==> src/sra_pkg.sv <==
// shared types, constants and helpers for the signed radix-to-ascii converter
// no dependencies
package sra_pkg;

    localparam int VALUE_W     = 32;
    localparam int CHAR_W      = 8;
    localparam int CNT_W       = 5;
    localparam int ALPHA_W     = 64;
    localparam int CFG_IDX_W   = 2;
    localparam int DIG_W       = 4;
    localparam int STACK_DEPTH = 32;
    localparam int SP_W        = $clog2(STACK_DEPTH);
    localparam int STK_CNT_W   = SP_W + 1;
    localparam int CHARS_PER_W = ALPHA_W / CHAR_W;

    localparam logic [CNT_W-1:0] MAX_BASE = CNT_W'(16);
    localparam logic [CNT_W-1:0] MIN_BASE = CNT_W'(2);

    localparam logic [CHAR_W-1:0] CHAR_PLUS  = 8'h2B;
    localparam logic [CHAR_W-1:0] CHAR_MINUS = 8'h2D;
    localparam logic [CHAR_W-1:0] CHAR_SPACE = 8'h20;

    localparam logic [CFG_IDX_W-1:0] CFG_DIGIT_COUNT   = 2'd0;
    localparam logic [CFG_IDX_W-1:0] CFG_ALPHABET_LOW  = 2'd1;
    localparam logic [CFG_IDX_W-1:0] CFG_ALPHABET_HIGH = 2'd2;

    typedef enum logic [2:0] {
        S_IDLE,
        S_CHECK,
        S_DIV,
        S_SIGN,
        S_EMIT
    } t_state;

    typedef struct packed {
        logic               start;
        logic [VALUE_W-1:0] dividend;
        logic [CNT_W-1:0]   divisor;
    } t_div_req;

    typedef struct packed {
        logic               done;
        logic [VALUE_W-1:0] quotient;
        logic [DIG_W-1:0]   remainder;
    } t_div_rsp;

    function automatic logic [CHAR_W-1:0] alpha_char(
        input logic [ALPHA_W-1:0] lo,
        input logic [ALPHA_W-1:0] hi,
        input logic [DIG_W-1:0]   idx
    );
        logic [ALPHA_W-1:0] word;
        word = idx[DIG_W-1] ? hi : lo;
        return word[idx[DIG_W-2:0]*CHAR_W +: CHAR_W];
    endfunction

endpackage

==> src/sra_in_if.sv <==
// input channel: valid/ready handshake carrying the signed value
// depends on sra_pkg
interface sra_in_if;
    import sra_pkg::*;
    logic                      valid;
    logic                      ready;
    logic signed [VALUE_W-1:0] value;
    modport source (output valid, value, input ready);
    modport sink   (input valid, value, output ready);
endinterface

==> src/sra_out_if.sv <==
// output channel: valid/ready handshake carrying one character per transaction
// depends on sra_pkg
interface sra_out_if;
    import sra_pkg::*;
    logic              valid;
    logic              ready;
    logic [CHAR_W-1:0] out_char;
    logic              final_char;
    modport source (output valid, out_char, final_char, input ready);
    modport sink   (input valid, out_char, final_char, output ready);
endinterface

==> src/signed_radix_to_ascii.sv <==
// signed radix-to-ascii converter: one value in, sign and digits out
// flow: checks each of the digit_count alphabet positions, then divides once per digit in the
// shared divider, then sends the sign if negative and one character per transaction
// one value at a time: a new value is accepted only when the sequencer is back in idle
// reset: synchronous active-low, clears the sequencer and configuration to 0
// depends on sra_pkg, sra_in_if, sra_out_if, sra_div, sra_alpha_chk
module signed_radix_to_ascii (
    input  logic                          i_clk,
    input  logic                          i_rst_n,
    input  logic                          i_cfg_we,
    input  logic [sra_pkg::CFG_IDX_W-1:0] i_cfg_index,
    input  logic [sra_pkg::ALPHA_W-1:0]   i_cfg_data,
    sra_in_if.sink                        i_in,
    sra_out_if.source                     o_out
);
    import sra_pkg::*;

    logic [CNT_W-1:0]   r_digit_count;
    logic [ALPHA_W-1:0] r_alpha_low;
    logic [ALPHA_W-1:0] r_alpha_high;

    t_state             r_state, n_state;
    logic [DIG_W-1:0]   r_idx, n_idx;
    logic [STK_CNT_W-1:0] r_cnt, n_cnt;
    logic [VALUE_W-1:0] r_mag, n_mag;
    logic               r_neg, n_neg;
    logic               r_out_valid, n_out_valid;
    logic [CHAR_W-1:0]  r_out_char, n_out_char;
    logic               r_out_final, n_out_final;
    logic [DIG_W-1:0]   r_stack [STACK_DEPTH];

    t_div_req             div_req;
    t_div_rsp             div_rsp;
    logic                 chk_bad;
    logic                 push;
    logic                 out_free;
    logic [CNT_W-1:0]     last_idx;
    logic [STK_CNT_W-1:0] cnt_m1;
    logic [VALUE_W-1:0]   raw;

    sra_div u_div (
        .i_clk   (i_clk),
        .i_rst_n (i_rst_n),
        .i_req   (div_req),
        .o_rsp   (div_rsp)
    );

    sra_alpha_chk u_chk (
        .i_digit_count (r_digit_count),
        .i_idx         (r_idx),
        .i_alpha_low   (r_alpha_low),
        .i_alpha_high  (r_alpha_high),
        .o_bad         (chk_bad)
    );

    always_ff @(posedge i_clk) begin
        if (!i_rst_n) begin
            r_digit_count <= '0;
            r_alpha_low   <= '0;
            r_alpha_high  <= '0;
        end else if (i_cfg_we) begin
            case (i_cfg_index)
                CFG_DIGIT_COUNT:   r_digit_count <= i_cfg_data[CNT_W-1:0];
                CFG_ALPHABET_LOW:  r_alpha_low   <= i_cfg_data;
                CFG_ALPHABET_HIGH: r_alpha_high  <= i_cfg_data;
                default: begin
                end
            endcase
        end
    end

    always_comb begin
        n_state          = r_state;
        n_idx            = r_idx;
        n_cnt            = r_cnt;
        n_mag            = r_mag;
        n_neg            = r_neg;
        out_free         = !r_out_valid || o_out.ready;
        n_out_valid      = r_out_valid && !o_out.ready;
        n_out_char       = r_out_char;
        n_out_final      = r_out_final;
        div_req.start    = 1'b0;
        div_req.dividend = div_rsp.quotient;
        div_req.divisor  = r_digit_count;
        push             = 1'b0;
        last_idx         = r_digit_count - CNT_W'(1);
        cnt_m1           = r_cnt - STK_CNT_W'(1);
        raw              = i_in.value;
        case (r_state)
            S_IDLE: begin
                if (i_in.valid) begin
                    n_neg   = raw[VALUE_W-1];
                    n_mag   = raw[VALUE_W-1] ? ('0 - raw) : raw;
                    n_idx   = '0;
                    n_cnt   = '0;
                    n_state = S_CHECK;
                end
            end
            S_CHECK: begin
                if (chk_bad) begin
                    n_state = S_IDLE;
                end else if ({1'b0, r_idx} == last_idx) begin
                    div_req.start    = 1'b1;
                    div_req.dividend = r_mag;
                    n_state          = S_DIV;
                end else begin
                    n_idx = r_idx + DIG_W'(1);
                end
            end
            S_DIV: begin
                if (div_rsp.done) begin
                    push  = 1'b1;
                    n_cnt = r_cnt + STK_CNT_W'(1);
                    if (div_rsp.quotient == '0 ||
                        r_cnt == STK_CNT_W'(STACK_DEPTH - 1)) begin
                        n_state = r_neg ? S_SIGN : S_EMIT;
                    end else begin
                        div_req.start = 1'b1;
                    end
                end
            end
            S_SIGN: begin
                if (out_free) begin
                    n_out_valid = 1'b1;
                    n_out_char  = CHAR_MINUS;
                    n_out_final = 1'b0;
                    n_state     = S_EMIT;
                end
            end
            S_EMIT: begin
                if (out_free) begin
                    n_out_valid = 1'b1;
                    n_out_char  = alpha_char(r_alpha_low, r_alpha_high,
                                             r_stack[cnt_m1[SP_W-1:0]]);
                    n_out_final = (r_cnt == STK_CNT_W'(1));
                    n_cnt       = cnt_m1;
                    if (r_cnt == STK_CNT_W'(1)) begin
                        n_state = S_IDLE;
                    end
                end
            end
            default: begin
                n_state = S_IDLE;
            end
        endcase
    end

    always_ff @(posedge i_clk) begin
        if (!i_rst_n) begin
            r_state     <= S_IDLE;
            r_idx       <= '0;
            r_cnt       <= '0;
            r_out_valid <= 1'b0;
        end else begin
            r_state     <= n_state;
            r_idx       <= n_idx;
            r_cnt       <= n_cnt;
            r_out_valid <= n_out_valid;
        end
    end

    always_ff @(posedge i_clk) begin
        r_mag       <= n_mag;
        r_neg       <= n_neg;
        r_out_char  <= n_out_char;
        r_out_final <= n_out_final;
        if (push) begin
            r_stack[r_cnt[SP_W-1:0]] <= div_rsp.remainder;
        end
    end

    assign i_in.ready       = (r_state == S_IDLE);
    assign o_out.valid      = r_out_valid;
    assign o_out.out_char   = r_out_char;
    assign o_out.final_char = r_out_final;

`ifndef NO_ASSERTIONS
    a_accept_leaves_idle: assert property (@(posedge i_clk) disable iff (!i_rst_n)
        (i_in.valid && i_in.ready) |=> (r_state == S_CHECK))
        else $error("accepted transaction did not start the alphabet check");

    a_div_done_in_div: assert property (@(posedge i_clk) disable iff (!i_rst_n)
        div_rsp.done |-> (r_state == S_DIV))
        else $error("divider finished outside the divide state");

    a_emit_has_digits: assert property (@(posedge i_clk) disable iff (!i_rst_n)
        (r_state == S_EMIT || r_state == S_SIGN) |-> (r_cnt != '0))
        else $error("emission with an empty digit stack");

    a_stack_bound: assert property (@(posedge i_clk) disable iff (!i_rst_n)
        r_cnt <= STK_CNT_W'(STACK_DEPTH))
        else $error("digit stack overflow");
`endif

endmodule

==> src/sra_div.sv <==
// shared restoring divider, one quotient bit per cycle
// depends on sra_pkg
module sra_div (
    input  logic              i_clk,
    input  logic              i_rst_n,
    input  sra_pkg::t_div_req i_req,
    output sra_pkg::t_div_rsp o_rsp
);
    import sra_pkg::*;

    logic [VALUE_W-1:0] r_quo, n_quo;
    logic [DIG_W-1:0]   r_rem, n_rem;
    logic [CNT_W-1:0]   r_divisor;
    logic [CNT_W-1:0]   r_cnt;
    logic               r_busy;
    logic               r_done;
    logic [CNT_W-1:0]   trial;
    logic               ge;
    logic [CNT_W-1:0]   diff;

    always_comb begin
        trial = {r_rem, r_quo[VALUE_W-1]};
        ge    = trial >= r_divisor;
        diff  = trial - r_divisor;
        n_rem = ge ? diff[DIG_W-1:0] : trial[DIG_W-1:0];
        n_quo = {r_quo[VALUE_W-2:0], ge};
    end

    always_ff @(posedge i_clk) begin
        if (!i_rst_n) begin
            r_busy <= 1'b0;
            r_done <= 1'b0;
            r_cnt  <= '0;
        end else begin
            r_done <= 1'b0;
            if (i_req.start) begin
                r_busy <= 1'b1;
                r_cnt  <= '0;
            end else if (r_busy) begin
                r_cnt <= r_cnt + CNT_W'(1);
                if (r_cnt == CNT_W'(VALUE_W - 1)) begin
                    r_busy <= 1'b0;
                    r_done <= 1'b1;
                end
            end
        end
    end

    always_ff @(posedge i_clk) begin
        if (i_req.start) begin
            r_quo     <= i_req.dividend;
            r_rem     <= '0;
            r_divisor <= i_req.divisor;
        end else if (r_busy) begin
            r_quo <= n_quo;
            r_rem <= n_rem;
        end
    end

    assign o_rsp.done      = r_done;
    assign o_rsp.quotient  = r_quo;
    assign o_rsp.remainder = r_rem;

endmodule

==> src/sra_alpha_chk.sv <==
// alphabet checker for one character position: range, sign characters,
// the byte range 8'h21 to 8'h7F and duplicates against lower positions; depends on sra_pkg
module sra_alpha_chk (
    input  logic [sra_pkg::CNT_W-1:0]   i_digit_count,
    input  logic [sra_pkg::DIG_W-1:0]   i_idx,
    input  logic [sra_pkg::ALPHA_W-1:0] i_alpha_low,
    input  logic [sra_pkg::ALPHA_W-1:0] i_alpha_high,
    output logic                        o_bad
);
    import sra_pkg::*;

    logic [CHAR_W-1:0] c;

    always_comb begin
        c     = alpha_char(i_alpha_low, i_alpha_high, i_idx);
        o_bad = (i_digit_count < MIN_BASE) || (i_digit_count > MAX_BASE) ||
                (c == CHAR_PLUS) || (c == CHAR_MINUS) || (c <= CHAR_SPACE) ||
                c[CHAR_W-1];
        for (int j = 0; j < (1 << DIG_W); j++) begin
            if ((DIG_W'(j) < i_idx) &&
                (alpha_char(i_alpha_low, i_alpha_high, DIG_W'(j)) == c)) begin
                o_bad = 1'b1;
            end
        end
    end

endmodule

==> src/flat_wrapper.sv <==
// flat-port wrapper written by rule: the top's interface ports become plain ports
module signed_radix_to_ascii_flat import sra_pkg::*;
  (i_clk, i_rst_n, i_cfg_we, i_cfg_index, i_cfg_data, i_in_valid, i_in_value, i_in_ready, o_out_valid, o_out_out_char, o_out_final_char, o_out_ready);
  sra_in_if i_in_i ();
  sra_out_if o_out_i ();
  input  logic i_clk;
  input  logic i_rst_n;
  input  logic i_cfg_we;
  input  logic [sra_pkg::CFG_IDX_W-1:0] i_cfg_index;
  input  logic [sra_pkg::ALPHA_W-1:0] i_cfg_data;
  input wire logic [$bits(i_in_i.valid)-1:0] i_in_valid;
  input wire logic [$bits(i_in_i.value)-1:0] i_in_value;
  output wire logic [$bits(i_in_i.ready)-1:0] i_in_ready;
  output wire logic [$bits(o_out_i.valid)-1:0] o_out_valid;
  output wire logic [$bits(o_out_i.out_char)-1:0] o_out_out_char;
  output wire logic [$bits(o_out_i.final_char)-1:0] o_out_final_char;
  input wire logic [$bits(o_out_i.ready)-1:0] o_out_ready;
  assign i_in_i.valid = i_in_valid;
  assign i_in_i.value = i_in_value;
  assign i_in_ready = i_in_i.ready;
  assign o_out_valid = o_out_i.valid;
  assign o_out_out_char = o_out_i.out_char;
  assign o_out_final_char = o_out_i.final_char;
  assign o_out_i.ready = o_out_ready;
  signed_radix_to_ascii u_core (.i_clk(i_clk), .i_rst_n(i_rst_n), .i_cfg_we(i_cfg_we), .i_cfg_index(i_cfg_index), .i_cfg_data(i_cfg_data), .i_in(i_in_i), .o_out(o_out_i));
endmodule
==> config.mk <==
export PLATFORM = sky130hd
export DESIGN_NAME = signed_radix_to_ascii_flat
export DESIGN_NICKNAME = d
export VERILOG_FILES = /design/src/sra_pkg.sv /design/src/sra_in_if.sv /design/src/sra_out_if.sv /design/src/signed_radix_to_ascii.sv /design/src/sra_div.sv /design/src/sra_alpha_chk.sv /design/src/flat_wrapper.sv
export SDC_FILE = /design/constraint.sdc
export NUM_CORES = 1
export LEC_CHECK = 0
export BUFFER_PORTS_ARGS = -buffer_cell sky130_fd_sc_hd__buf_2
export CELL_PAD_IN_SITES_DETAIL_PLACEMENT = 1
export CELL_PAD_IN_SITES_GLOBAL_PLACEMENT = 1
export CORE_MARGIN = 8
export CORE_UTILIZATION = 46
export CTS_BUF_LIST = sky130_fd_sc_hd__clkbuf_4 sky130_fd_sc_hd__clkbuf_8
export CTS_CLUSTER_SIZE = 24
export DETAILED_ROUTE_END_ITERATION = 10
export GPL_TIMING_DRIVEN = 0
export HOLD_SLACK_MARGIN = 0.03
export PLACE_DENSITY_LB_ADDON = 0.2
export SLEW_MARGIN = 20
export SYNTH_ARGS = -nofsm -noshare
export SYNTH_HDL_FRONTEND = slang
export SYNTH_HIERARCHICAL = 1
export SYNTH_SLANG_ARGS = --single-unit
==> constraint.sdc <==
create_clock -name i_clk -period 5.1 [get_ports i_clk]
set_clock_uncertainty 0.05 [all_clocks]
set_input_delay 0.51 -clock i_clk [delete_from_list [all_inputs] [get_ports i_clk]]
set_output_delay 0.51 -clock i_clk [all_outputs]
set_load 0.01 [all_outputs]
==> impl_metrics.env <==
export IMPL_drv_slew=0
export IMPL_synth_edff_count=207
export IMPL_synth_commonest_cells="nand2_1 (344), edfxtp_1 (207), dfxtp_1 (158)"
export IMPL_hold_violations=0
export IMPL_layout_nets=2311
export IMPL_gp_congestion=1.01
export IMPL_fin_crit_ns=5.02
export IMPL_use_met1_pct=42.6
export IMPL_avgSynthCellArea_sq_um=10.3
export IMPL_syn_num_nets=2086
export IMPL_cts_root_buf="clkbuf_8"
export IMPL_critPathLaunchType="flip-flop"
export IMPL_clkSinkCount=365
export IMPL_max_cap_violations=0
export IMPL_start_util_pct=46.2
export IMPL_cts_tree="done"
export IMPL_wl_per_cell_um=27.2
export IMPL_critPathArrivalTime_ns=5.35
export IMPL_critPathMaxStageDelay_ns=0.43
export IMPL_rr_worst_depth=18
export IMPL_peakVddDrop_uv=194
export IMPL_slew_limit_headroom_pct=25.9
export IMPL_ys_flop_type="edfxtp_1"
export IMPL_dp_cells=2674
export IMPL_grt_pass1_wl_um=113000
export IMPL_ys_async_sr_fraction_pct=0
export IMPL_vias_per_cell=6.01
export IMPL_die_area_sq_mm=0.0510
export IMPL_grt_busiest_layer="met2"
export IMPL_cts_htree_levels=3
export IMPL_clk_latency_ns=0.65
export IMPL_vias=17000
export IMPL_synth_area_leader_cell="edfxtp_1"
export IMPL_status="completed"
export IMPL_track_usage_pct=30.0
export IMPL_grt_ovfl_total=0
export IMPL_yosys_warnings=6
export IMPL_antenna_left=0
export IMPL_crit_slowest_cell="buf_2"
export IMPL_drcViolationCount=0
export IMPL_dr_pass1_iters=5
export IMPL_rows=77
export IMPL_core_area_sq_mm=0.0438
export IMPL_grtUsageMet3_pct=6.65
export IMPL_cp_max_fo=10
export IMPL_crit_chain="buf_6 > and2_1 > buf_2 > a22oi_1 > a21oi_1 > a21oi_4 > buf_4 > xor2_1 > nor4_1 > nand4_1 > a41o_1 > nand4_1 > nand2b_4 > nor3_2 > nand2_2 > buf_2 > mux2_2 > mux2_2"
export IMPL_synth_area_leaders="edfxtp_1 (31%), dfxtp_1 (16%), mux2i_1 (6.9%)"
export IMPL_die_h_um=226
export IMPL_routed_wl_um=77300
export IMPL_crit_path_end_kind="flip-flop"
export IMPL_r2r_start="u_core/r_idx[0]$_SDFFE_PN0P_"
export IMPL_use_met2_pct=44.9
export IMPL_drive_gt1_share_pct=23.5
export IMPL_regToRegSetupSlack_ns=0.08
export IMPL_dp_hpwl_um=56800
export IMPL_netlist_instances=1967
export IMPL_ys_seq_elements=365
export IMPL_crit_type="flip-flop to flip-flop"
export IMPL_holdCritStartpoint="i_cfg_data[37]"
export IMPL_clock_fmax_mhz=199
export IMPL_fin_setup_tns_ns=0
export IMPL_min_path_type="primary input to flip-flop"
export IMPL_worst_slew_pin_slew_ns=1.11
export IMPL_powerDensity_mw_per_mm2=405
export IMPL_yosysMostFrequentCell="nand2_1"
export IMPL_grt_pass1_vias=17400
export IMPL_synth_area_sq_mm=0.0203
export IMPL_whs_ns=0.0743
export IMPL_yosys_area_top_type_share_pct=30.7
export IMPL_r2r_end="u_core/u_div/r_quo[8]$_DFFE_PP_"
export IMPL_io_buffers=113
export IMPL_clk_path_buf_depth=3
export IMPL_dp_slack_ns=-2.09
export IMPL_leakage_uw=0.00863
export IMPL_detail_route_iter0_violations=1651
export IMPL_whs_endpoint="u_core/r_alpha_high[37]$_SDFFE_PN0P_"
export IMPL_antenna_found_initial=1
export IMPL_rsz0062_at_grt="no"
export IMPL_holdPathStages=3
export IMPL_final_util_pct=54.4
export IMPL_required_ns=5.44
export IMPL_finalSetupViolCount=0
export IMPL_fin_crit_sh_pct=98.4
export IMPL_synthToLayoutAreaGrowth_pct=17.7
export IMPL_fin_cells=2836
export IMPL_die_w_um=226
export IMPL_ys_seq_area_share_pct=46.3
export IMPL_grt_max_degree=36
export IMPL_ios=114
export IMPL_fin_ws_ns=0.0820
export IMPL_path_clk_slew_ns=0.06
export IMPL_synth_cell_types=96
export IMPL_cts_buffers=67
[cell usage in the layout, fill, tap and decap left out, types with 7 or more instances in the layout]
master | netlist | routed
o21ai_0 | 31 | 29
a21oi_1 | 128 | 125
or2_2 | 10 | 9
nand2b_1 | 13 | 12
nor4_1 | 25 | 22
clkbuf_2 | 0 | 7
mux2_2 | 83 | 83
nor3_1 | 23 | 22
edfxtp_1 | 207 | 207
ha_1 | 15 | 14
nand4_1 | 23 | 23
nor2_1 | 116 | 114
clkinv_2 | 0 | 7
nor2b_1 | 17 | 17
a22oi_1 | 24 | 14
mux4_2 | 30 | 30
buf_2 | 27 | 135
a22oi_2 | 0 | 10
nand3_1 | 30 | 29
a21boi_0 | 43 | 43
or4_1 | 8 | 8
or3_1 | 7 | 7
clkbuf_8 | 0 | 78
inv_1 | 18 | 18
and2_1 | 8 | 7
dfxtp_1 | 158 | 150
mux2i_1 | 140 | 135
nand2_1 | 344 | 337
dlygate4sd3_1 | 0 | 14
buf_6 | 6 | 9
a211oi_1 | 10 | 10
xor2_1 | 94 | 93
clkbuf_1 | 65 | 54
a31oi_1 | 9 | 8
o22ai_1 | 10 | 10
clkbuf_4 | 0 | 22
buf_4 | 10 | 38
xnor2_1 | 88 | 87
[registers in the layout, indices dropped and copies added (netlist names), 3 cells and up]
| name | cells |
|---|---|
| u_core/o_out.out_char | 8 |
| u_core/r_alpha_high | 64 |
| u_core/r_alpha_low | 64 |
| u_core/r_cnt | 6 |
| u_core/r_digit_count | 5 |
| u_core/r_idx | 4 |
| u_core/r_mag | 32 |
| u_core/r_stack | 128 |
| u_core/r_state | 3 |
| u_core/u_div/r_cnt | 5 |
| u_core/u_div/r_divisor | 5 |
| u_core/u_div/r_quo | 32 |
| u_core/u_div/r_rem | 4 |
[worst max path at each step]
stage,slack (ns),cells past startpoint,end,from
finish,0.08,18,u_core/u_div/r_quo[8]$_DFFE_PP_,u_core/r_idx[0]$_SDFFE_PN0P_
global route,0.01,19,u_core/u_div/r_quo[8]$_DFFE_PP_,u_core/r_idx[0]$_SDFFE_PN0P_
CTS,0.008,16,u_core/o_out.out_char[3]$_SDFFCE_PP1P_,u_core/r_cnt[0]$_SDFFE_PN0P_
detailed placement,-2.09,19,u_core/u_div/r_quo[5]$_DFFE_PP_,u_core/r_idx[1]$_SDFFE_PN0P_
global placement,-2.09,19,u_core/u_div/r_quo[4]$_DFFE_PP_,u_core/r_idx[1]$_SDFFE_PN0P_
floorplan,0.08,21,u_core/u_div/r_quo[0]$_DFFE_PP_,u_core/r_idx[0]$_SDFFE_PN0P_
[what timing repair did]
item / in CTS / in global routing
cloned: 3 / 0
resized for setup: 88 / 26
endpoints found under the setup margin: 95 / 81
pin swaps: 7 / 9
hold endpoints to repair: 16 / 0
buffers inserted: 20 / 7
hold buffers: 14 / 0
[through the flow]
stage          cell area (sq um)  power, uW
4_1_cts                    23700       9630
2_1_floorplan              20300       5360
3_3_place_gp               21600       6390
3_5_place_dp               21600       6470
5_1_grt                    23800       9980
6_report                   23800       9650
[routing by layer]
metal  routed length [um]  up-vias  part of all wire, %
met1                34700     8534                   45
li1                     -     7583                    -
met4                 2330        0                  3.0
met2                33500      777                   43
met5                    0        -                    0
met3                 6720      139                  8.7
[area by class of cell]
cell class              instances  area (sq um)
fillers                      4856         20000
diodes                          1          2.50
multi-input cells            1464         10500
clock buffers                  99          1230
repair buffers                156           956
plain buffers                 116           692
inverters                      22          88.8
clock inverters                21           211
well taps                     592           741
flip-flops and latches        365          9390
[worst max-delay path, delay by kind of cell (launching register included)]
kind,cells,cell delay (ns)
flip-flops,1,0.38
buffers and inverters,4,1.10
XOR/XNOR,1,0.14
AND/OR/NAND/NOR,7,1.40
AO/OA/AOI/OAI,4,1.01
multiplexers,2,0.67
[power by group]
part           switching (uW)  internal, uW
clock                    1290          1720
sequential                122          3250
combinational            2100          1160
total                    3520          6130
[kinds of logic (layout without fill, tap and decap cells)]
group           count (synthesis)  count (layout)  synth area share, %
other cells                     0               1                    0
flops                         365             365                 46.3
mux                           259             259                 15.4
buf+inv                       141             414                 3.27
compound gates                341             341                 11.2
fa+ha+maj                      16              16                 1.03
xor+xnor                      182             182                 7.87
simple gates                  663             666                 14.9
(Power assumes the default switching activity.)
